===== src/rtl/image_mirror_rotate_from_orientation_top_defines.svh =====
// Assertion macros shared by the orientation pipeline.
// Both expect a signal clk in the scope where they are used; IMR_ASSERT also expects rst_n.
`ifndef IMAGE_MIRROR_ROTATE_FROM_ORIENTATION_TOP_DEFINES_SVH
`define IMAGE_MIRROR_ROTATE_FROM_ORIENTATION_TOP_DEFINES_SVH

// Checked only while out of reset
`define IMR_ASSERT(label, prop, msg) \
    label: assert property (@(posedge clk) disable iff (!rst_n) prop) else $error(msg);

// Checked at every edge, reset included
`define IMR_ASSERT_ALWAYS(label, prop, msg) \
    label: assert property (@(posedge clk) prop) else $error(msg);

`endif


===== src/rtl/imr_pkg.sv =====
// Shared types, codes and compare helpers for the orientation pipeline.
// No dependencies; imported by every stage module and the top level.
package imr_pkg;

    localparam int COMPONENT_BITS_DEF = 16;
    // Widest magnitude the compare helpers see (cross product at 32-bit components)
    localparam int CMP_MAX_W = 64;

    typedef enum logic [1:0] {
        AXIS_X = 2'd0,
        AXIS_Y = 2'd1,
        AXIS_Z = 2'd2
    } axis_t;

    typedef enum logic [1:0] {
        ROT_0   = 2'd0,
        ROT_90  = 2'd1,
        ROT_180 = 2'd2,
        ROT_270 = 2'd3
    } rot_t;

    typedef enum logic [1:0] {
        MIR_NONE  = 2'd0,
        MIR_KIND0 = 2'd1,
        MIR_KIND1 = 2'd2
    } mir_t;

    // Sign flags per component, bit 0 = x
    typedef struct packed {
        logic [2:0] row_pos;
        logic [2:0] row_neg;
        logic [2:0] col_pos;
        logic [2:0] col_neg;
    } sign_t;

    // Dominant axes picked in the second stage
    typedef struct packed {
        axis_t main_ax;
        axis_t row_max;
        axis_t col_max;
    } axes_t;

    // Largest: y wins ties against z, x only when strictly larger
    function automatic axis_t arg_max3(input logic [CMP_MAX_W-1:0] m0,
                                       input logic [CMP_MAX_W-1:0] m1,
                                       input logic [CMP_MAX_W-1:0] m2);
        axis_t k;
        if (m2 > m1)
        begin
            k = (m0 > m2) ? AXIS_X : AXIS_Z;
        end
        else
        begin
            k = (m0 > m1) ? AXIS_X : AXIS_Y;
        end
        return k;
    endfunction

    // Smallest: y wins ties against z, x only when strictly smaller
    function automatic axis_t arg_min3(input logic [CMP_MAX_W-1:0] m0,
                                       input logic [CMP_MAX_W-1:0] m1,
                                       input logic [CMP_MAX_W-1:0] m2);
        axis_t k;
        if (m2 < m1)
        begin
            k = (m0 < m2) ? AXIS_X : AXIS_Z;
        end
        else
        begin
            k = (m0 < m1) ? AXIS_X : AXIS_Y;
        end
        return k;
    endfunction

    // Select one of three flags by axis
    function automatic logic pick3(input logic [2:0] v, input axis_t a);
        logic r;
        unique case (a)
            AXIS_X:  r = v[0];
            AXIS_Y:  r = v[1];
            AXIS_Z:  r = v[2];
            default: r = 1'b0;
        endcase
        return r;
    endfunction

endpackage


===== src/rtl/imr_decide.sv =====
// Third stage: row/column orientation, cross-product sign and the final
// rotation and mirror codes, held in the output register. Depends on imr_pkg.
module imr_decide #(
    parameter int COMPONENT_BITS = imr_pkg::COMPONENT_BITS_DEF
) (
    input  logic                             clk,
    input  logic                             rst_n,
    input  logic                             in_valid,
    output logic                             in_ready,
    input  imr_pkg::axes_t                   axes,
    input  imr_pkg::sign_t                   signs,
    input  logic [COMPONENT_BITS-1:0]        row_spread,
    input  logic [COMPONENT_BITS-1:0]        col_spread,
    input  logic [2:0][2*COMPONENT_BITS-1:0] cross_mag,
    input  logic [2:0]                       cross_pos,
    output logic                             out_valid,
    input  logic                             out_ready,
    output imr_pkg::rot_t                    rotate_quarters,
    output imr_pkg::mir_t                    mirror_mode
);
    import imr_pkg::*;

    logic       valid_reg;
    logic       load;
    rot_t       rot_reg, rot_next;
    mir_t       mir_reg, mir_next;
    axis_t      excl_ax, row_ax, last_ax, want_ax, cross_ax;
    logic [2:0] flag;
    logic       have_last;
    logic       row_first;
    logic       vr_pos, vr_neg, vc_pos, vc_neg;
    logic       orow, ocol;

    assign in_ready = !valid_reg || out_ready;
    assign load     = in_valid && in_ready;

    always_comb
    begin
        row_first = row_spread > col_spread;
        // The axis the deciding vector takes is struck from the other vector's choices
        excl_ax   = row_first ? axes.row_max : axes.col_max;

        flag[0] = (axes.main_ax != AXIS_X) && (excl_ax != AXIS_X);
        flag[1] = (axes.main_ax != AXIS_Y) && (excl_ax != AXIS_Y);
        flag[2] = (axes.main_ax != AXIS_Z) && (excl_ax != AXIS_Z);

        // Last remaining axis wins
        have_last = 1'b1;
        priority if (flag[2])
        begin
            last_ax = AXIS_Z;
        end
        else if (flag[1])
        begin
            last_ax = AXIS_Y;
        end
        else if (flag[0])
        begin
            last_ax = AXIS_X;
        end
        else
        begin
            last_ax   = AXIS_X;
            have_last = 1'b0;
        end

        if (row_first)
        begin
            row_ax = axes.row_max;
            vr_pos = pick3(signs.row_pos, axes.row_max);
            vr_neg = pick3(signs.row_neg, axes.row_max);
            vc_pos = have_last && pick3(signs.col_pos, last_ax);
            vc_neg = have_last && pick3(signs.col_neg, last_ax);
        end
        else
        begin
            row_ax = last_ax;
            vr_pos = have_last && pick3(signs.row_pos, last_ax);
            vr_neg = have_last && pick3(signs.row_neg, last_ax);
            vc_pos = pick3(signs.col_pos, axes.col_max);
            vc_neg = pick3(signs.col_neg, axes.col_max);
        end

        want_ax = (axes.main_ax == AXIS_X) ? AXIS_Y : AXIS_X;

        if (axes.main_ax == AXIS_Z)
        begin
            orow = vr_pos;
            ocol = vc_pos;
        end
        else if (row_ax == want_ax)
        begin
            orow = vr_pos;
            ocol = vc_neg;
        end
        else
        begin
            orow = vr_neg;
            ocol = vc_pos;
        end

        cross_ax = arg_max3(CMP_MAX_W'(cross_mag[0]), CMP_MAX_W'(cross_mag[1]),
                            CMP_MAX_W'(cross_mag[2]));

        rot_next = ROT_0;
        mir_next = MIR_NONE;
        if (row_ax == want_ax)
        begin
            if (orow && !ocol)
            begin
                mir_next = MIR_KIND1;
            end
            if (!orow && ocol)
            begin
                mir_next = MIR_KIND0;
            end
            if (!orow && !ocol)
            begin
                rot_next = ROT_180;
            end
        end
        else
        begin
            // Both flips only matter to the row sign; the mirror test compares the two
            rot_next = ((orow ^ (axes.main_ax == AXIS_X) ^ pick3(cross_pos, cross_ax)))
                       ? ROT_90 : ROT_270;
            if (orow == ocol)
            begin
                mir_next = MIR_KIND1;
            end
        end
    end

    always_ff @(posedge clk or negedge rst_n)
    begin
        if (!rst_n)
        begin
            valid_reg <= 1'b0;
        end
        else if (in_ready)
        begin
            valid_reg <= in_valid;
        end
    end

    always_ff @(posedge clk)
    begin
        if (load)
        begin
            rot_reg <= rot_next;
            mir_reg <= mir_next;
        end
    end

    assign out_valid       = valid_reg;
    assign rotate_quarters = rot_reg;
    assign mirror_mode     = mir_reg;

endmodule


===== config.mk =====
export PLATFORM = sky130hd
export DESIGN_NAME = imr_decide
export DESIGN_NICKNAME = d
export VERILOG_FILES = /design/src/rtl/image_mirror_rotate_from_orientation_top_defines.svh /design/src/rtl/imr_pkg.sv /design/src/rtl/imr_decide.sv
export SDC_FILE = /design/constraint.sdc
export NUM_CORES = 1
export LEC_CHECK = 0
export ABC_AREA = 1
export BUFFER_PORTS_ARGS = -buffer_cell sky130_fd_sc_hd__buf_4
export CAP_MARGIN = 20
export CELL_PAD_IN_SITES_DETAIL_PLACEMENT = 1
export CELL_PAD_IN_SITES_GLOBAL_PLACEMENT = 1
export CORE_UTILIZATION = 35
export DETAILED_ROUTE_END_ITERATION = 12
export PLACE_DENSITY_LB_ADDON = 0.2
export SYNTH_ARGS = -nofsm -noshare
export SYNTH_HDL_FRONTEND = slang
export SYNTH_SLANG_ARGS = --single-unit

===== constraint.sdc =====
create_clock -name clk -period 3.11 [get_ports clk]
set_clock_uncertainty 0.15 [all_clocks]
set_input_delay 0.1555 -clock clk [delete_from_list [all_inputs] [get_ports clk]]
set_output_delay 0.1555 -clock clk [all_outputs]
set_load 0.005 [all_outputs]

==> out/results.ini <==
[global_routing]
grt_pass1_vias=4355
grt_pass1_wl_mm=18.5
grt_start_max_net_pins=9
overflow=0
antenna_found_initial=0
grtUsageTotal_pct=22.3

[critical_path]
cp_data_arrival_time_ns=2.70
reg2reg_to=mirror_mode[1]
critPathCapture=mirror_mode[1]
worst-r2r-setup-slack_ns=1.87
worstReg2RegStart=out_valid
r2r_cells=1
crit_start=col_spread[11]
cp_max_fo=7
endpoint_kind=flip-flop
start_kind=input pin
required_ns=2.94
worstSetupPathType=input pin to flip-flop

[timing]
setup_viol=0
holdWs_ns=0.0749
setup_slack_ns=0.240
slew_headroom_pct=65.1
slew_violations=0
finalCritPeriodShare_pct=92.3
finalHoldViolCount=0
worst_pin_slew_ns=0.516
clock.fmax_ghz=0.348
fin_crit_ns=2.87

[clocking]
cts_sinks=5
cts_root_buf=clkbuf_8
cts_tree=yes
clock_latency_ns=0.22
htree_levels=1
clk_pin_slew_ns=0.03
cts_buffer_depth=2
cts_inserted_buffers=3

[pwr]
powerDensity_nw_per_um2=187
ir_drop_uv=146
p_leak_nw=3.00

[hold_path]
min_from=out_ready
hp-class=input pin to flip-flop

[cells_and_area]
nFillCells=1289
diodes=0
syn_to_final_growth_pct=44.2
utilization_pct=53.0
final_nets=976
final_cell_area_sq_um=4990
drive_gt1_share_pct=28.0
final_cells=836

[drt]
wirelength_mm=11.5
dr.first_iter.drc_count=58
firstDrtPassIters=4
routedWlPerCell_um=13.8
vias=4116
drc_errors=0
drtAntennaViolNets=0
avgViaCountPerCell=4.92

[synthesis]
synth_top_area_cell=ha_1
synth_common_cells=121 x inv_1, 115 x ha_1, 114 x nand2_1
synth_cell_types=30
synth_nets=804
ys_seq_elements=5
yosysTopAreaCellShare_pct=41.5
syn_inst=536
async_flop_share_pct=20.0
syn_area_per_cell_sq_um=6.46
synth_edf_count=4
yosysWarnings=0
netlist_area_sq_um=3460
ys_seq_area_share_pct=4.19
ys.flop_type=edfxtp_1
synth_area_leaders=ha_1 42%, inv_1 13%, nand2_1 12%, a21oi_1 7.2%, nand3_1 4.3%
yosysMostFrequentCell=inv_1

[floorplanning]
die-area_sq_um=10300
num_rows=35
die_w_um=101
die_y_um=101
coreArea_sq_um=9420
start_util_pct=36.8
io_pins=159

[placed_design]
hpwl_mm=10.7
pre_cts_slack_ns=0.0273
place_congestion=0.870
dp.cells=823
numPortBuffers=158
place_area_sq_um=4810

[outcome]
status=finished clean

[job]
drv_cap=0

cells in the final DEF, fill, tap and decap left out, drive strengths merged, types with 2 or more instances in the layout:
cell type      n
a21oi         50
o21ai         19
clkbuf         4
o211ai         4
nor3           2
nand2        123
a31oi          4
nand4         17
dlygate4sd3    2
nand3         32
ha           115
o21a           2
o221ai         3
edfxtp         4
nor2          23
inv          125
a21o           2
nor4           5
buf          165
stage by stage:
stage	power, mW	setup TNS [ns]
4_1_cts	0.906	0
3_5_place_dp	0.776	0
6_report	0.936	0
3_3_place_gp	0.737	0
2_1_floorplan	0.476	0
5_1_grt	1.05	-0.0491
worst min-delay path by stage:
stage	depth (start not counted)	end
6_report	4	out_valid
5_1_grt	4	out_valid
4_1_cts	4	out_valid
3_5_place_dp	1	out_valid
3_3_place_gp	1	out_valid
2_1_floorplan	0	out_valid
state kept, by name (all words and copies together), names as in the netlist:
register / cells
mirror_mode: 2
rotate_quarters: 2
out_valid: 1
area by class of cell:
cell class / count / area, sq um / area share [%]
clock buffers: 4 / 45.0 / 0.902
multi-input cells: 405 / 2910 / 58.2
well taps: 129 / 161 / 3.23
flip-flops and latches: 5 / 145 / 2.91
inverters: 126 / 475 / 9.52
repair buffers: 167 / 1260 / 25.2
kinds of logic (layout without fill, tap and decap cells):
logic type	after synthesis	in the layout	share of synthesized area, %
flops	5	5	4.19
fa+ha+maj	115	115	41.5
simple gates	205	205	27.1
buf+inv	126	297	13.7
compound gates	85	85	13.5
repair_timing:
action	CTS	global route
hold endpoints to repair	2	0
buffers inserted	0	7
endpoints found under the setup margin	0	1
gates resized for setup	0	14
hold buffers	2	0
routing by layer:
metal,vias to the layer above,track usage [%],wire length (um)
met5,-,0,0
met4,0,5.24,232
met3,16,2.48,484
met2,101,45.8,6060
met1,1870,23.7,4750
li1,2129,-,-
critical path: stages:
cell and delay [ns]:
buf_4 0.08, inv_1 0.05, ha_4 0.27, nand4_1 0.11, nor3_2 0.25, nand2_1 0.09
nand2_2 0.15, nand2_4 0.07, nand2_1 0.07, nand2_2 0.06, nor2_2 0.13, nor2_2 0.07
nand2_2 0.06, nand2_1 0.07, nand2_1 0.06, nand2_1 0.06, nand2_2 0.09, nand2_4 0.10
inv_4 0.07, nand4_1 0.08, nand2_1 0.10, inv_1 0.07, ha_1 0.27, nand2_1 0.07
nand2_1 0.05
where the power goes:
part,total [mW],switching (mW),internal [mW]
Sequential,0.0896,0.00287,0.0867
Combinational,0.725,0.372,0.353
Clock,0.122,0.0335,0.0881
Power figures use the tool's default switching activity.
