## config.mk

```make
export PLATFORM = sky130hd
export DESIGN_NAME = imr_front
export DESIGN_NICKNAME = d
export VERILOG_FILES = /design/src/rtl/image_mirror_rotate_from_orientation_top_defines.svh /design/src/rtl/imr_pkg.sv /design/src/rtl/imr_front.sv
export SDC_FILE = /design/constraint.sdc
export NUM_CORES = 2
export LEC_CHECK = 0
export ABC_AREA = 1
export BUFFER_PORTS_ARGS = -buffer_cell sky130_fd_sc_hd__buf_4
export CAP_MARGIN = 15
export CORE_ASPECT_RATIO = 0.8
export CORE_MARGIN = 2
export CORE_UTILIZATION = 43
export CTS_BUF_LIST = sky130_fd_sc_hd__clkbuf_16
export DETAILED_ROUTE_END_ITERATION = 8
export PLACE_DENSITY = 0.67
export SYNTH_ARGS = -nofsm -noshare
export SYNTH_HDL_FRONTEND = slang
export SYNTH_SLANG_ARGS = --single-unit
```

## constraint.sdc

```tcl
create_clock -name clk -period 21.9 [get_ports clk]
set_input_delay 0 -clock clk [delete_from_list [all_inputs] [get_ports clk]]
set_output_delay 0 -clock clk [all_outputs]
set_load 0.03 [all_outputs]
```

## src/rtl/image_mirror_rotate_from_orientation_top_defines.svh

```systemverilog
// Assertion macros shared by the orientation pipeline.
// Both expect a signal clk in the scope where they are used; IMR_ASSERT also expects rst_n.
`ifndef IMAGE_MIRROR_ROTATE_FROM_ORIENTATION_TOP_DEFINES_SVH
`define IMAGE_MIRROR_ROTATE_FROM_ORIENTATION_TOP_DEFINES_SVH

// Checked only while out of reset
`define IMR_ASSERT(label, prop, msg) \
    label: assert property (@(posedge clk) disable iff (!rst_n) prop) else $error(msg);

// Checked at every edge, reset included
`define IMR_ASSERT_ALWAYS(label, prop, msg) \
    label: assert property (@(posedge clk) prop) else $error(msg);

`endif

```

## src/rtl/imr_pkg.sv

```systemverilog
// Shared types, codes and compare helpers for the orientation pipeline.
// No dependencies; imported by every stage module and the top level.
package imr_pkg;

    localparam int COMPONENT_BITS_DEF = 16;
    // Widest magnitude the compare helpers see (cross product at 32-bit components)
    localparam int CMP_MAX_W = 64;

    typedef enum logic [1:0] {
        AXIS_X = 2'd0,
        AXIS_Y = 2'd1,
        AXIS_Z = 2'd2
    } axis_t;

    typedef enum logic [1:0] {
        ROT_0   = 2'd0,
        ROT_90  = 2'd1,
        ROT_180 = 2'd2,
        ROT_270 = 2'd3
    } rot_t;

    typedef enum logic [1:0] {
        MIR_NONE  = 2'd0,
        MIR_KIND0 = 2'd1,
        MIR_KIND1 = 2'd2
    } mir_t;

    // Sign flags per component, bit 0 = x
    typedef struct packed {
        logic [2:0] row_pos;
        logic [2:0] row_neg;
        logic [2:0] col_pos;
        logic [2:0] col_neg;
    } sign_t;

    // Dominant axes picked in the second stage
    typedef struct packed {
        axis_t main_ax;
        axis_t row_max;
        axis_t col_max;
    } axes_t;

    // Largest: y wins ties against z, x only when strictly larger
    function automatic axis_t arg_max3(input logic [CMP_MAX_W-1:0] m0,
                                       input logic [CMP_MAX_W-1:0] m1,
                                       input logic [CMP_MAX_W-1:0] m2);
        axis_t k;
        if (m2 > m1)
        begin
            k = (m0 > m2) ? AXIS_X : AXIS_Z;
        end
        else
        begin
            k = (m0 > m1) ? AXIS_X : AXIS_Y;
        end
        return k;
    endfunction

    // Smallest: y wins ties against z, x only when strictly smaller
    function automatic axis_t arg_min3(input logic [CMP_MAX_W-1:0] m0,
                                       input logic [CMP_MAX_W-1:0] m1,
                                       input logic [CMP_MAX_W-1:0] m2);
        axis_t k;
        if (m2 < m1)
        begin
            k = (m0 < m2) ? AXIS_X : AXIS_Z;
        end
        else
        begin
            k = (m0 < m1) ? AXIS_X : AXIS_Y;
        end
        return k;
    endfunction

    // Select one of three flags by axis
    function automatic logic pick3(input logic [2:0] v, input axis_t a);
        logic r;
        unique case (a)
            AXIS_X:  r = v[0];
            AXIS_Y:  r = v[1];
            AXIS_Z:  r = v[2];
            default: r = 1'b0;
        endcase
        return r;
    endfunction

endpackage

```

## src/rtl/imr_front.sv

```systemverilog
// First stage: magnitudes, sign flags and the six cross-product terms.
// Depends on imr_pkg.
module imr_front #(
    parameter int COMPONENT_BITS = imr_pkg::COMPONENT_BITS_DEF
) (
    input  logic                            clk,
    input  logic                            rst_n,
    input  logic                            in_valid,
    output logic                            in_ready,
    input  logic [9*COMPONENT_BITS-1:0]     comps,      // read xyz, phase xyz, slice xyz
    output logic                            out_valid,
    input  logic                            out_ready,
    output logic [2:0][COMPONENT_BITS-1:0]  col_mag,
    output logic [2:0][COMPONENT_BITS-1:0]  row_mag,
    output logic [2:0][COMPONENT_BITS-1:0]  nrm_mag,
    output logic [2:0][2*COMPONENT_BITS-1:0] prod_p,
    output logic [2:0][2*COMPONENT_BITS-1:0] prod_q,
    output imr_pkg::sign_t                  signs
);
    import imr_pkg::*;

    localparam int W = COMPONENT_BITS;

    logic signed [W-1:0]   col [3];
    logic signed [W-1:0]   row [3];
    logic signed [W-1:0]   nrm [3];
    logic                  valid_reg;
    logic                  load;
    logic [2:0][W-1:0]     col_mag_reg, row_mag_reg, nrm_mag_reg;
    logic [2:0][W-1:0]     col_mag_next, row_mag_next, nrm_mag_next;
    logic [2:0][2*W-1:0]   prod_p_reg, prod_q_reg, prod_p_next, prod_q_next;
    sign_t                 signs_reg, signs_next;

    assign in_ready = !valid_reg || out_ready;
    assign load     = in_valid && in_ready;

    always_comb
    begin
        for (int i = 0; i < 3; i++)
        begin
            col[i] = comps[i*W +: W];
            row[i] = comps[(3+i)*W +: W];
            nrm[i] = comps[(6+i)*W +: W];
            // Magnitude of the most negative value wraps to its exact unsigned value
            col_mag_next[i] = col[i][W-1] ? (~col[i] + 1'b1) : col[i];
            row_mag_next[i] = row[i][W-1] ? (~row[i] + 1'b1) : row[i];
            nrm_mag_next[i] = nrm[i][W-1] ? (~nrm[i] + 1'b1) : nrm[i];
            signs_next.row_pos[i] = !row[i][W-1] && (row[i] != '0);
            signs_next.row_neg[i] = row[i][W-1];
            signs_next.col_pos[i] = !col[i][W-1] && (col[i] != '0);
            signs_next.col_neg[i] = col[i][W-1];
        end
        prod_p_next[0] = (2*W)'(row[1]) * (2*W)'(col[2]);
        prod_q_next[0] = (2*W)'(row[2]) * (2*W)'(col[1]);
        prod_p_next[1] = (2*W)'(row[2]) * (2*W)'(col[0]);
        prod_q_next[1] = (2*W)'(row[0]) * (2*W)'(col[2]);
        prod_p_next[2] = (2*W)'(row[0]) * (2*W)'(col[1]);
        prod_q_next[2] = (2*W)'(row[1]) * (2*W)'(col[0]);
    end

    always_ff @(posedge clk or negedge rst_n)
    begin
        if (!rst_n)
        begin
            valid_reg <= 1'b0;
        end
        else if (in_ready)
        begin
            valid_reg <= in_valid;
        end
    end

    always_ff @(posedge clk)
    begin
        if (load)
        begin
            col_mag_reg <= col_mag_next;
            row_mag_reg <= row_mag_next;
            nrm_mag_reg <= nrm_mag_next;
            prod_p_reg  <= prod_p_next;
            prod_q_reg  <= prod_q_next;
            signs_reg   <= signs_next;
        end
    end

    assign out_valid = valid_reg;
    assign col_mag   = col_mag_reg;
    assign row_mag   = row_mag_reg;
    assign nrm_mag   = nrm_mag_reg;
    assign prod_p    = prod_p_reg;
    assign prod_q    = prod_q_reg;
    assign signs     = signs_reg;

endmodule

```

==> metrics.md <==
| Metric | Value |
|---|---|
| Clock Path Buffers | `3` |
| IO buf count | `between 400 and 500` |
| Gate Count Post-Synth | `9,636` |
| Post-CTS Setup Inserts | `0` |
| Worst R2R End | `row_mag[31]$_SDFFCE_PN0P_` |
| Syn_area_per_cell | `8.119 µm²` |
| Max-slew headroom | `0.3605` |
| Synth cell types | `45` |
| Total routed wirelength | `between 200,000 and 250,000 µm` |
| Largest net degree at the start of global routing | `70` |
| Die height | `between 300 and 400 µm` |
| Stages on worst setup path | `20` |
| Clk_lat worst skew | `approximately 650 ps` |
| Crit end category | `flip-flop` |
| Die width | `480.9 µm` |
| Final cell count without fillers | `roughly 12,000` |
| Top Ports | `498` |
| Antenna-violating nets left | `0` |
| PostCTS Resize Cnt | `0` |
| Slowest-stage cell, CP | `fa_1` |
| Top FF cell, synth | `edfxtp_1` |
| CP arrival | `6390 ps` |
| Delay of the slowest critical-path stage | `790 ps` |
| Final period util | `0.2740` |
| Syn_nets | `11,860` |
| Mapped Area | `0.07824 mm²` |
| Clock sink count | `roughly 350` |
| H-tree Lvls | `2` |
| DR DRC count | `0` |
| Vias per cell | `4.900` |
| Hold Path Cell Cnt | `2` |
| Die area | `0.1854 mm²` |
| Seq cells post-synth | `349` |
| Worst min path class | `in -> reg` |
| Tot GR Track Use | `0.2437` |
| Global-route wire length before repair | `approximately 360,000 µm` |
| CP Class | `in -> reg` |
| Worst reg2reg startpoint | `out_valid$_DFFE_PN0N_` |
| Worst hold start | `comps[73]` |
| Final #Nets | `12,180` |
| GP Congestion | `0.9465` |
| Reg2Reg Depth | `5` |
| CTS root buf | `clkbuf_16` |
| Number of global-route vias before repair | `about 65,000` |
| Max frequency | `approximately 0.17 GHz` |
| Max-Cap Viols | `0` |
| Worst path cell trace | `dlygate4sd3_1, buf_4, nand2_1, fa_1, inv_1, fa_1, inv_1, fa_1, inv_1, fa_1, fa_1, inv_1, fa_1, inv_1, ha_1, nand4_1, nor2_1, nand3_1, nand4_1, nand2_1` |
| Buffer and inverter count on the worst path | `7` |
| Top-count cell post-synth | `inv_1` |
| CTS Hold Bufs | `between 150 and 200` |
| RSZ-0062 raised after global routing | `false` |
| Crit path setup slack, layout | `about 16,000 ps` |
| CTS tree | `built` |
| Initial antenna violation count | `3` |
| Clock-pin slew on the worst setup and hold paths | `60 ps` |
| Number of synthesis warnings | `0` |
| CTS buffer count | `44` |
| End of the worst hold path | `row_mag[25]$_DFFE_PP_` |
| Core area | `0.1815 mm²` |
| Overflow after GRT | `0` |
| Fillers | `approximately 17,000` |
| TritonRoute pass-1 iters | `6` |
| Delay-heaviest family, CP | `adder cells` |
| Synth top area share | `0.4022` |
| Initial Utilization | `0.4311` |
| Vias post-DR | `60,810` |
| Worst-case clock skew | `21.25 ps` |
| Share of layout cells above drive strength 1 | `0.07424` |
| Row cnt | `140` |
| Slew Viols, Final | `0` |
| EDFF count, synth | `348` |
| Status | `completed` |
| Worst-Margin Slew | `approximately 960 ps` |
| DR WL/cell | `~18 µm` |
| Placed insts | `12,170` |
| HPWL after DPL | `172,400 µm` |
| Critical Path Start Type | `input port` |
| Sequential fraction of the synthesis area | `0.1339` |
| DR iter-0 viols | `4,618` |
| Main area contributors after synthesis | `fa_1 (40%), inv_1 (14%), edfxtp_1 (13%)` |
| Critical path's most frequent cell | `fa_1` |
| Async set-reset flop share out of synthesis | `0.002865` |
| Pre-CTS WS | `roughly 16,000 ps` |
| Final min period | `6000 ps` |
| Crit Path Max Fanout | `44` |
| Most common library cells after synthesis | `inv_1 (2,921), nand2_1 (2,528), fa_1 (1,572), ha_1 (501), edfxtp_1 (348)` |
| Final setup violation count | `0` |
| Worst Path Required | `22,290 ps` |
| Area grow syn2layout | `10.65%` |
| Final hold vios | `0` |
| FF-to-FF setup slack | `17,930 ps` |
| Yosys top cell by area | `fa_1` |
| Final TNS setup | `0 ps` |
==> through the flow <==
| step | area (µm²) | utilization | hold slack (ps) |
|---|---|---|---|
| after CTS | 86560 | 0.4770 | 0.4054 |
| after detailed placement | 83560 | 0.4604 | -222.2 |
| final | 86570 | 0.4770 | 36.24 |
| after global routing | 86570 | 0.4770 | 41.25 |
| after global placement | 83560 | 0.4604 | -225.0 |
| after floorplan | 78240 | - | -295.6 |
==> kinds of logic (layout without fill, tap and decap cells) <==
| group | count (synthesis) | count (layout) | share of synthesized area |
|---|---|---|---|
| simple gates | 3308 | 3308 | 0.1726 |
| fa+ha+maj | 2073 | 2073 | 0.4824 |
| flops | 349 | 349 | 0.1339 |
| other cells | 0 | 2 | 0 |
| xor+xnor | 225 | 225 | 0.02519 |
| compound gates | 351 | 351 | 0.02520 |
| buf+inv | 3330 | 3688 | 0.1608 |
==> final cells by class <==
class / instances / area [µm²] / share of cell area
diodes: 2 / 5.005 / 0.00005781
repair buffers: 662 / 5355 / 0.06186
clock inverters: 37 / 365.4 / 0.004220
well taps: 2414 / 3020 / 0.03489
clock buffers: 44 / 1101 / 0.01272
multi-input cells: 5957 / 55190 / 0.6376
inverters: 2945 / 11050 / 0.1277
flip-flops and latches: 349 / 10480 / 0.1210
==> worst max-delay path by stage <==
stage                                from                   end  slack [ps]
finish                          comps[63]  prod_p[91]$_DFFE_PP_       15900
global route                    comps[63]  prod_q[60]$_DFFE_PP_       15630
CTS                             comps[63]  prod_p[91]$_DFFE_PP_       16000
detailed placement              comps[95]  prod_q[30]$_DFFE_PP_       15870
global placement                comps[63]  prod_p[91]$_DFFE_PP_       15900
floorplan           out_valid$_DFFE_PN0N_  col_mag[0]$_DFFE_PP_        3480
==> cells in the final DEF, fill, tap and decap left out, types with 7 or more instances in the layout <==
cell and count:
a21boi_0 7, a21o_1 17, a21oi_1 171, and2_1 8, buf_4 508, clkbuf_16 44, clkinv_1 10, dlygate4sd3_1 154
edfxtp_1 348, fa_1 1572, ha_1 501, inv_1 2924, inv_2 23, nand2_1 2528, nand2_2 30, nand3_1 199
nand3_2 15, nand3b_1 16, nand4_1 72, nor2_1 312, nor2_2 50, nor2_4 7, nor3_1 36, nor3_2 16
nor4_1 9, o21ai_0 91, o21ai_1 13, o21bai_1 22, xnor2_1 33, xor2_1 192
==> metal layers <==
metal	track usage	up-vias	part of all wire	wire [µm]
met5	0	-	0.000086	19
met4	0.05161	2	0.021	4640
met3	0.04223	297	0.080	17610
met2	0.3915	2148	0.46	100900
met1	0.3459	30300	0.44	97690
li1	-	28060	-	-
Power is left out: the tool's default activity adds up to more than one toggle a clock period on the data nets, which glitch-free logic cannot reach.
