[config.mk]
export PLATFORM = sky130hd
export DESIGN_NAME = imr_axes
export DESIGN_NICKNAME = d
export VERILOG_FILES = /design/src/rtl/image_mirror_rotate_from_orientation_top_defines.svh /design/src/rtl/imr_pkg.sv /design/src/rtl/imr_axes.sv
export SDC_FILE = /design/constraint.sdc
export NUM_CORES = 1
export LEC_CHECK = 0
export BUFFER_PORTS_ARGS = -buffer_cell sky130_fd_sc_hd__buf_4
export CORE_ASPECT_RATIO = 1.2
export CORE_MARGIN = 3
export CORE_UTILIZATION = 50
export CTS_BUF_LIST = sky130_fd_sc_hd__clkbuf_4
export CTS_CLUSTER_DIAMETER = 30
export CTS_CLUSTER_SIZE = 30
export DETAILED_ROUTE_END_ITERATION = 8
export PLACE_DENSITY = 0.8
export SLEW_MARGIN = 20
export SYNTH_ARGS = -nofsm -noshare
export SYNTH_HDL_FRONTEND = slang
export SYNTH_SLANG_ARGS = --single-unit
[constraint.sdc]
create_clock -name clk -period 5.8 [get_ports clk]
set_input_delay 1.16 -clock clk [delete_from_list [all_inputs] [get_ports clk]]
set_output_delay 1.16 -clock clk [all_outputs]
set_load 0.05 [all_outputs]
[src/rtl/image_mirror_rotate_from_orientation_top_defines.svh]
// Assertion macros shared by the orientation pipeline.
// Both expect a signal clk in the scope where they are used; IMR_ASSERT also expects rst_n.
`ifndef IMAGE_MIRROR_ROTATE_FROM_ORIENTATION_TOP_DEFINES_SVH
`define IMAGE_MIRROR_ROTATE_FROM_ORIENTATION_TOP_DEFINES_SVH

// Checked only while out of reset
`define IMR_ASSERT(label, prop, msg) \
    label: assert property (@(posedge clk) disable iff (!rst_n) prop) else $error(msg);

// Checked at every edge, reset included
`define IMR_ASSERT_ALWAYS(label, prop, msg) \
    label: assert property (@(posedge clk) prop) else $error(msg);

`endif

[src/rtl/imr_pkg.sv]
// Shared types, codes and compare helpers for the orientation pipeline.
// No dependencies; imported by every stage module and the top level.
package imr_pkg;

    localparam int COMPONENT_BITS_DEF = 16;
    // Widest magnitude the compare helpers see (cross product at 32-bit components)
    localparam int CMP_MAX_W = 64;

    typedef enum logic [1:0] {
        AXIS_X = 2'd0,
        AXIS_Y = 2'd1,
        AXIS_Z = 2'd2
    } axis_t;

    typedef enum logic [1:0] {
        ROT_0   = 2'd0,
        ROT_90  = 2'd1,
        ROT_180 = 2'd2,
        ROT_270 = 2'd3
    } rot_t;

    typedef enum logic [1:0] {
        MIR_NONE  = 2'd0,
        MIR_KIND0 = 2'd1,
        MIR_KIND1 = 2'd2
    } mir_t;

    // Sign flags per component, bit 0 = x
    typedef struct packed {
        logic [2:0] row_pos;
        logic [2:0] row_neg;
        logic [2:0] col_pos;
        logic [2:0] col_neg;
    } sign_t;

    // Dominant axes picked in the second stage
    typedef struct packed {
        axis_t main_ax;
        axis_t row_max;
        axis_t col_max;
    } axes_t;

    // Largest: y wins ties against z, x only when strictly larger
    function automatic axis_t arg_max3(input logic [CMP_MAX_W-1:0] m0,
                                       input logic [CMP_MAX_W-1:0] m1,
                                       input logic [CMP_MAX_W-1:0] m2);
        axis_t k;
        if (m2 > m1)
        begin
            k = (m0 > m2) ? AXIS_X : AXIS_Z;
        end
        else
        begin
            k = (m0 > m1) ? AXIS_X : AXIS_Y;
        end
        return k;
    endfunction

    // Smallest: y wins ties against z, x only when strictly smaller
    function automatic axis_t arg_min3(input logic [CMP_MAX_W-1:0] m0,
                                       input logic [CMP_MAX_W-1:0] m1,
                                       input logic [CMP_MAX_W-1:0] m2);
        axis_t k;
        if (m2 < m1)
        begin
            k = (m0 < m2) ? AXIS_X : AXIS_Z;
        end
        else
        begin
            k = (m0 < m1) ? AXIS_X : AXIS_Y;
        end
        return k;
    endfunction

    // Select one of three flags by axis
    function automatic logic pick3(input logic [2:0] v, input axis_t a);
        logic r;
        unique case (a)
            AXIS_X:  r = v[0];
            AXIS_Y:  r = v[1];
            AXIS_Z:  r = v[2];
            default: r = 1'b0;
        endcase
        return r;
    endfunction

endpackage

[src/rtl/imr_axes.sv]
// Second stage: dominant axes, row and column spreads, cross-product
// differences as sign and magnitude. Depends on imr_pkg.
module imr_axes #(
    parameter int COMPONENT_BITS = imr_pkg::COMPONENT_BITS_DEF
) (
    input  logic                             clk,
    input  logic                             rst_n,
    input  logic                             in_valid,
    output logic                             in_ready,
    input  logic [2:0][COMPONENT_BITS-1:0]   col_mag,
    input  logic [2:0][COMPONENT_BITS-1:0]   row_mag,
    input  logic [2:0][COMPONENT_BITS-1:0]   nrm_mag,
    input  logic [2:0][2*COMPONENT_BITS-1:0] prod_p,
    input  logic [2:0][2*COMPONENT_BITS-1:0] prod_q,
    input  imr_pkg::sign_t                   signs_in,
    output logic                             out_valid,
    input  logic                             out_ready,
    output imr_pkg::axes_t                   axes,
    output imr_pkg::sign_t                   signs,
    output logic [COMPONENT_BITS-1:0]        row_spread,
    output logic [COMPONENT_BITS-1:0]        col_spread,
    output logic [2:0][2*COMPONENT_BITS-1:0] cross_mag,
    output logic [2:0]                       cross_pos
);
    import imr_pkg::*;

    localparam int W = COMPONENT_BITS;

    logic                  valid_reg;
    logic                  load;
    axis_t                 row_min, col_min;
    logic [W-1:0]          rd12, rd20, rd01, cd12, cd20, cd01;
    logic [2*W:0]          diff [3];
    axes_t                 axes_reg, axes_next;
    sign_t                 signs_reg;
    logic [W-1:0]          row_spread_reg, row_spread_next;
    logic [W-1:0]          col_spread_reg, col_spread_next;
    logic [2:0][2*W-1:0]   cross_mag_reg, cross_mag_next;
    logic [2:0]            cross_pos_reg, cross_pos_next;

    assign in_ready = !valid_reg || out_ready;
    assign load     = in_valid && in_ready;

    function automatic logic [W-1:0] absdiff(input logic [W-1:0] a, input logic [W-1:0] b);
        return (a > b) ? (a - b) : (b - a);
    endfunction

    always_comb
    begin
        axes_next.main_ax = arg_max3(CMP_MAX_W'(nrm_mag[0]), CMP_MAX_W'(nrm_mag[1]),
                                     CMP_MAX_W'(nrm_mag[2]));
        axes_next.row_max = arg_max3(CMP_MAX_W'(row_mag[0]), CMP_MAX_W'(row_mag[1]),
                                     CMP_MAX_W'(row_mag[2]));
        axes_next.col_max = arg_max3(CMP_MAX_W'(col_mag[0]), CMP_MAX_W'(col_mag[1]),
                                     CMP_MAX_W'(col_mag[2]));
        row_min = arg_min3(CMP_MAX_W'(row_mag[0]), CMP_MAX_W'(row_mag[1]),
                           CMP_MAX_W'(row_mag[2]));
        col_min = arg_min3(CMP_MAX_W'(col_mag[0]), CMP_MAX_W'(col_mag[1]),
                           CMP_MAX_W'(col_mag[2]));

        // All pairwise spreads in parallel, then pick the pair opposite the minimum
        rd12 = absdiff(row_mag[1], row_mag[2]);
        rd20 = absdiff(row_mag[2], row_mag[0]);
        rd01 = absdiff(row_mag[0], row_mag[1]);
        cd12 = absdiff(col_mag[1], col_mag[2]);
        cd20 = absdiff(col_mag[2], col_mag[0]);
        cd01 = absdiff(col_mag[0], col_mag[1]);

        unique case (row_min)
            AXIS_X:  row_spread_next = rd12;
            AXIS_Y:  row_spread_next = rd20;
            AXIS_Z:  row_spread_next = rd01;
            default: row_spread_next = '0;
        endcase
        unique case (col_min)
            AXIS_X:  col_spread_next = cd12;
            AXIS_Y:  col_spread_next = cd20;
            AXIS_Z:  col_spread_next = cd01;
            default: col_spread_next = '0;
        endcase

        for (int i = 0; i < 3; i++)
        begin
            diff[i] = {prod_p[i][2*W-1], prod_p[i]} - {prod_q[i][2*W-1], prod_q[i]};
            // A zero difference counts as not positive
            cross_pos_next[i] = !diff[i][2*W] && (diff[i] != '0);
            cross_mag_next[i] = diff[i][2*W] ? (2*W)'(~diff[i] + 1'b1) : diff[i][2*W-1:0];
        end
    end

    always_ff @(posedge clk or negedge rst_n)
    begin
        if (!rst_n)
        begin
            valid_reg <= 1'b0;
        end
        else if (in_ready)
        begin
            valid_reg <= in_valid;
        end
    end

    always_ff @(posedge clk)
    begin
        if (load)
        begin
            axes_reg       <= axes_next;
            signs_reg      <= signs_in;
            row_spread_reg <= row_spread_next;
            col_spread_reg <= col_spread_next;
            cross_mag_reg  <= cross_mag_next;
            cross_pos_reg  <= cross_pos_next;
        end
    end

    assign out_valid  = valid_reg;
    assign axes       = axes_reg;
    assign signs      = signs_reg;
    assign row_spread = row_spread_reg;
    assign col_spread = col_spread_reg;
    assign cross_mag  = cross_mag_reg;
    assign cross_pos  = cross_pos_reg;

endmodule

==> results of run 1 <==
[per-stage QoR]
stage,hold WS [ps],power [uW],cells,setup slack (ps)
2_1_floorplan,864.4,3993,2935,165.5
3_3_place_gp,627.3,5041,3962,543.6
3_5_place_dp,618.6,5067,3962,484.1
4_1_cts,164.5,5809,3994,1231
5_1_grt,181.1,6174,3995,872.5
6_report,250.0,5829,3998,1159
[worst reg2reg max path, stage by stage (launching register included)]
cell and delay [ps]:
sky130_fd_sc_hd__dfrtp_1 450, sky130_fd_sc_hd__nand2b_1 150, sky130_fd_sc_hd__and2_4 670, sky130_fd_sc_hd__buf_12 550
[area by class of cell]
type | instances | area, sq um
timing repair buffer | 527 | 3969
clock inverter | 15 | 153.9
tap | 616 | 770.7
multi-input combinational | 2353 | 17280
clock buffer | 17 | 127.6
antenna | 4 | 10.01
fill | 4216 | 18050
sequential | 150 | 4499
inverter | 316 | 1186
[cell usage after synthesis (all sizes together), types with 34 or more instances]
library cell | n | area, sq um
and2 | 34 | 212.7
xor2 | 82 | 718.2
nand3 | 46 | 230.2
edfxtp | 149 | 4474
nand2 | 200 | 750.7
xnor2 | 143 | 1252
a31oi | 43 | 269.0
mux2i | 54 | 540.5
nor2 | 165 | 619.3
o21ai | 177 | 885.9
nand4 | 60 | 375.4
nor3 | 57 | 285.3
a21oi | 255 | 1287
clkbuf | 103 | 386.6
ha | 337 | 4217
a21o | 144 | 1082
inv | 316 | 1186
[where the power goes]
group | internal, uW | switching, uW | leakage [uW] | total, uW
logic | 1350 | 2240 | 0.0119 | 3590
registers | 1450 | 58.8 | 0.00143 | 1500
clock network | 258 | 475 | 0.000142 | 732
total | 3050 | 2770 | 0.0135 | 5830
[logic make-up (layout without fill, tap and decap cells)]
kind of cell	after synthesis	count (layout)	synth area share, %
AOI/OAI and AO/OA	940	940	26.38
xor gates and xnor gates	225	225	8.417
adders and majority gates	352	352	19.29
buffers and inverters	432	875	7.028
DFF	150	150	19.22
muxes	75	75	3.319
other	0	4	0
and+or+nand+nor	761	761	16.35
[layer usage]
metal	wire [microns]	GRT usage (%)	up-vias
met4	3884	14.72	12
met1	30330	35.01	10914
li1	-	-	11548
met3	5612	5.245	223
met2	37970	53.20	1017
met5	95	0	-
[cells in the final DEF (no fill, tap or decap), types with 25 or more instances in the layout]
| master | n |
|---|---|
| sky130_fd_sc_hd__a211oi_1 | 30 |
| sky130_fd_sc_hd__a21o_1 | 143 |
| sky130_fd_sc_hd__a21oi_1 | 252 |
| sky130_fd_sc_hd__a31oi_1 | 42 |
| sky130_fd_sc_hd__and2_1 | 33 |
| sky130_fd_sc_hd__and3_1 | 31 |
| sky130_fd_sc_hd__buf_4 | 526 |
| sky130_fd_sc_hd__edfxtp_1 | 149 |
| sky130_fd_sc_hd__ha_1 | 337 |
| sky130_fd_sc_hd__inv_1 | 316 |
| sky130_fd_sc_hd__mux2i_1 | 54 |
| sky130_fd_sc_hd__nand2_1 | 200 |
| sky130_fd_sc_hd__nand2b_1 | 29 |
| sky130_fd_sc_hd__nand3_1 | 46 |
| sky130_fd_sc_hd__nand4_1 | 60 |
| sky130_fd_sc_hd__nor2_1 | 165 |
| sky130_fd_sc_hd__nor2b_1 | 31 |
| sky130_fd_sc_hd__nor3_1 | 57 |
| sky130_fd_sc_hd__o211ai_1 | 31 |
| sky130_fd_sc_hd__o21a_1 | 27 |
| sky130_fd_sc_hd__o21ai_0 | 174 |
| sky130_fd_sc_hd__o21bai_1 | 25 |
| sky130_fd_sc_hd__o31ai_1 | 27 |
| sky130_fd_sc_hd__or3_1 | 31 |
| sky130_fd_sc_hd__xnor2_1 | 143 |
| sky130_fd_sc_hd__xor2_1 | 82 |
[worst max path at each step]
stage	end	slack, ps	cells after the start
final	cross_mag[31]	1160	15
after global placement	cross_mag[31]	540	15
after CTS	cross_mag[31]	1230	15
after floorplan	axes[0]	170	2
after detailed placement	cross_mag[31]	480	15
after global routing	cross_mag[94]	870	15
==> flow_summary_export.csv, run 1 <==
group,metric,value,unit
worst_setup_path,cp_data_required_time,6180,ps
clock_tree,clockRootBuffer,"sky130_fd_sc_hd__clkbuf_4",
synth,synth.yosys.warnings,0,
placement,buffer_ports.inserted,502,
clock_tree,numClockSinks,150,
synth,synth-async-reset-ratio,0.6667,%
grt,grt.overflow.total,0,
worst_setup_path,cp.arrival,5020,ps
power,powerDensity,208.2,nW/um^2
synth,postSynthRegisterBits,150,
outcome,outcome,"finished, final reports clean",
routing,num_vias,23714,
worst_setup_path,start_kind,"input pin",
die,rows,86,
timing,tns,0,ps
placement,gpl.final_weighted_congestion,0.9858,
routing,wl,77890,microns
synth,synth_cells,2935,
worst_setup_path,setup.worst_path.start,"prod_p[0]",
worst_setup_path,timing.setup.critical_path_class,"in -> reg",
worst_hold_path,hold_class,"in -> async",
routing,drc,0,
timing,final_hold_vios,0,
cells_and_area,finish.utilization,60.80,%
routing,vias_per_cell,5.931,
timing,max-slew-margin-rel,44.12,%
run,maxCapViolCount,0,
synth,synthFlopType,"sky130_fd_sc_hd__edfxtp_1",
synth,synthesis.area_per_instance,7.977,sq um
synth,syn_area,23410,sq um
timing,fin_crit_sh,80.01,%
routing,route.antenna.remaining_nets,0,
synth,synth_sequential_area_ratio,19.22,%
routing,detailedRoute.firstIterationViolations,1666,
worst_setup_path,r2r_cells,3,
die,chipHeight,243.0,microns
die,design.portCount,503,
worst_setup_path,worst_path_dominant_cell_family,"simple AND/OR/NAND/NOR gates",
worst_setup_path,cell_by_cell_trace_of_the_critical_path,"buf_4, inv_1, ha_1, inv_1, fa_1, a211oi_2, o21bai_2, o211a_1, a211o_1, xor2_1, or4_4, or3b_1, or4_4, o41ai_2, xor2_1",
clock_tree,postCtsSetupRepairBufs,0,
die,initial_core_util,50.84,%
timing,report.final.setup_viol,0,
die,floorplan.die_area,49470,sq um
clock_tree,num_cts_buffers,17,
worst_setup_path,critPathSlowestCell,"sky130_fd_sc_hd__or4_4",
clock_tree,clock_tree_from_tritoncts,"done",
placement,hpwl,65350,microns
worst_setup_path,critPathMaxStageDelay,520,ps
clock_tree,clkSlewWorstSetupHoldPaths,140,ps
timing,final_period_minus_worst_setup_slack,4641,ps
cells_and_area,synthToLayoutAreaGrowth,19.60,%
die,fp.dieW,203.5,microns
placement,postPlaceCellArea,27710,sq um
routing,drt-wirelength-per-cell,19.48,microns
grt,grt_start_max_net_pins,98,
synth,yosys.cell_types.count,85,
clock_tree,clk_latency,710,ps
synth,number_of_flops_mapped_to_enable_cells_by_yosys,149,
routing,drt-pass1-iter-count,6,
worst_setup_path,regToRegStartpoint,"out_valid",
clock_tree,cts.repair.resized,0,
clock_tree,cts-htree-levels,4,
cells_and_area,post-route-cell-area,28000,sq um
grt,first_pass_grt_wire_length,119200,microns
timing,final-max-slew-violation-count,0,
cells_and_area,largest_register_ffs,96,
clock_tree,cts.hold.buffers_added,0,
timing,worst-slew-pin-transition,825.2,ps
worst_setup_path,critPathMaxFanout,6,
timing,grt_setup_unrepaired,"false",
timing,max_freq,215.5,MHz
cells_and_area,post_route_cells_drive_above_1_share,18.35,%
synth,synth_fp_nets,3639,
worst_setup_path,critical_path.n_buffers_inverters,3,
power,vdd.ir_drop.worst,0.1351,mV
worst_setup_path,critical_path.endpoint_type,"flip-flop",
grt,via_count_of_the_first_global_routing_pass,22797,
grt,groute.usage.overall,30.11,%
worst_setup_path,r2r_end,"cross_pos[0]",
cells_and_area,final_nets,4069,
clock_tree,cts_buffer_depth,2,
grt,grt_antenna_before_repair,9,
worst_setup_path,worst_case_register_to_register_setup_slack,3570,ps
timing,finalClockSkew,60.25,ps
die,core,46050,sq um
power,power.leakage,0.01348,uW
No activity file was read; power rests on OpenSTA's default activity.
==> inputs of run 2 (changes only) <==
Clock period 5.8 ns to 4.3 ns, I/O delays scaled along.
==> flow_summary_export.csv, run 2 (synthesis results as in run 1) <==
group,metric,value,unit
power,p_sw_share,46.08,%
routing,drt-pass1-iter-count,5,
timing,final-max-slew-violation-count,0,
timing,final_period_minus_worst_setup_slack,4068,ps
routing,wl,80890,microns
placement,buffer_ports.inserted,502,
die,initial_core_util,50.84,%
worst_setup_path,cell_by_cell_trace_of_the_critical_path,"buf_4, inv_12, ha_4, inv_2, fa_2, a211oi_2, o21bai_2, o211a_1, a211o_1, xor2_1, or4_4, or3b_1, or4_4, o41ai_2, xor2_1",
grt,first_pass_grt_wire_length,124500,microns
timing,report.final.setup_viol,0,
die,design.portCount,503,
power,comb_power_share,63.9,%
clock_tree,cts_buffer_depth,2,
worst_setup_path,critPathMaxStageDelay,530,ps
power,internal_power,4547,uW
clock_tree,num_cts_buffers,17,
grt,groute.usage.overall,31.44,%
die,chipHeight,243.0,microns
cells_and_area,filler_cell_count,4056,
routing,vias_per_cell,5.820,
die,fp.dieW,203.5,microns
grt,via_count_of_the_first_global_routing_pass,23829,
worst_setup_path,worst_path_dominant_cell_family,"simple AND/OR/NAND/NOR gates",
clock_tree,postCtsSetupRepairBufs,0,
timing,fin_crit_sh,94.61,%
routing,drc,0,
timing,final_hold_vios,0,
clock_tree,clk_latency,680,ps
cells_and_area,mostFrequentLayoutCells,"sky130_fd_sc_hd__buf_4, sky130_fd_sc_hd__ha_1, sky130_fd_sc_hd__inv_1",
timing,grt_setup_unrepaired,"false",
worst_hold_path,holdCritStartpoint,"signs_in[4]",
die,core,46050,sq um
outcome,outcome,"finished, final reports clean",
grt,grt.overflow.total,0,
grt,grt_start_max_net_pins,62,
timing,worst-slew-pin-transition,907.2,ps
routing,drt-wirelength-per-cell,18.80,microns
placement,gpl.final_weighted_congestion,1.014,
grt,grt_antenna_before_repair,2,
clock_tree,clock_tree_from_tritoncts,"done",
worst_setup_path,r2r_end,"cross_mag[0]",
cells_and_area,final_nets,4375,
cells_and_area,largest_register_ffs,96,
power,power.leakage,0.01499,uW
cells_and_area,register_area,4499,sq um
placement,hpwl,69160,microns
worst_setup_path,r2r_cells,3,
clock_tree,cts-htree-levels,4,
worst_setup_path,critical_path.endpoint_type,"flip-flop",
clock_tree,numClockSinks,150,
worst_setup_path,cp_data_required_time,4730,ps
timing,finalClockSkew,22.83,ps
timing,timing.hold.ws,329.2,ps
worst_setup_path,cp.arrival,4500,ps
power,clock_power_share,12.0,%
power,share_seq_of_total_power,24.1,%
timing,max_freq,245.8,MHz
routing,num_vias,25037,
timing,max-slew-margin-rel,39.30,%
routing,route.antenna.remaining_nets,0,
power,vdd.ir_drop.worst,0.1852,mV
cells_and_area,synthToLayoutAreaGrowth,29.76,%
clock_tree,cts.repair.resized,0,
power,powerDensity,277.5,nW/um^2
worst_hold_path,hold_class,"in -> reg",
clock_tree,clkSlewWorstSetupHoldPaths,170,ps
worst_setup_path,critPathMaxFanout,4,
worst_setup_path,start_kind,"input pin",
cells_and_area,post_route_cells_drive_above_1_share,25.30,%
die,rows,86,
worst_setup_path,regToRegStartpoint,"out_valid",
worst_setup_path,critical_path.n_buffers_inverters,3,
routing,detailedRoute.firstIterationViolations,2004,
worst_hold_path,hold_depth,1,
power,p_total,8432,uW
cells_and_area,multi_input_area,17300,sq um
worst_setup_path,critPathSlowestCell,"sky130_fd_sc_hd__or4_4",
worst_setup_path,worst_case_register_to_register_setup_slack,2320,ps
worst_hold_path,min_to,"signs[4]",
clock_tree,clockRootBuffer,"sky130_fd_sc_hd__clkbuf_4",
power,p_sw,3885,uW
die,floorplan.die_area,49470,sq um
run,maxCapViolCount,0,
cells_and_area,final_common_cell,"sky130_fd_sc_hd__buf_4",
worst_setup_path,timing.setup.critical_path_class,"in -> reg",
-- run 2: final cells by class --
class,count,area share (%)
diodes,2,0.01647
clock buffers,18,0.4448
clock inverters,14,0.5395
inverters,316,3.945
multi-input cells,2353,56.95
flip-flops and latches,150,14.81
well taps,616,2.537
repair buffers,833,20.76
-- run 2: worst max path at each step --
stage / start / to / cells past startpoint
after global placement: prod_p[0] / cross_mag[31] / 15
after global routing: prod_p[0] / cross_mag[31] / 15
after floorplan: prod_p[0] / cross_mag[31] / 14
after CTS: prod_p[0] / cross_mag[31] / 15
final: prod_p[0] / cross_mag[31] / 15
after detailed placement: prod_p[0] / cross_mag[31] / 15
-- run 2: repair_timing --
action,in CTS,in global routing
endpoints found under the setup margin,0,0
hold buffers,1,0
hold endpoints to repair,1,0
-- run 2: power groups by stage --
| stage | clock [uW] | sequential [uW] | combinational [uW] |
|---|---|---|---|
| 5_1_grt | 1100 | 2050 | 5790 |
| 4_1_cts | 1040 | 2030 | 5330 |
| 3_3_place_gp | 0 | 2060 | 5250 |
| 6_report | 1020 | 2030 | 5390 |
| 3_5_place_dp | 0 | 2060 | 5300 |
| 2_1_floorplan | 0 | 2760 | 2620 |
-- run 2: layer usage --
| layer | global-route usage (%) | part of all wire (%) | vias up |
|---|---|---|---|
| li1 | - | - | 12187 |
| met4 | 12.52 | 4.1 | 0 |
| met5 | 0 | 0 | - |
| met2 | 56.32 | 49 | 1055 |
| met1 | 37.28 | 39 | 11614 |
| met3 | 5.164 | 7.2 | 181 |
-- run 2: metrics by stage --
step | std cells | setup TNS, ps | setup slack, ps | instance area (sq um) | utilization (%)
6_report | 4302 | 0 | 231.8 | 30380 | 65.97
3_5_place_dp | 4267 | -6468 | -459.5 | 30070 | 65.28
5_1_grt | 4302 | 0 | 122.2 | 30380 | 65.97
3_3_place_gp | 4267 | -4328 | -429.9 | 30070 | 65.28
4_1_cts | 4300 | 0 | 310.8 | 30380 | 65.96
2_1_floorplan | 2935 | -183.3 | -137.5 | 23450 | -
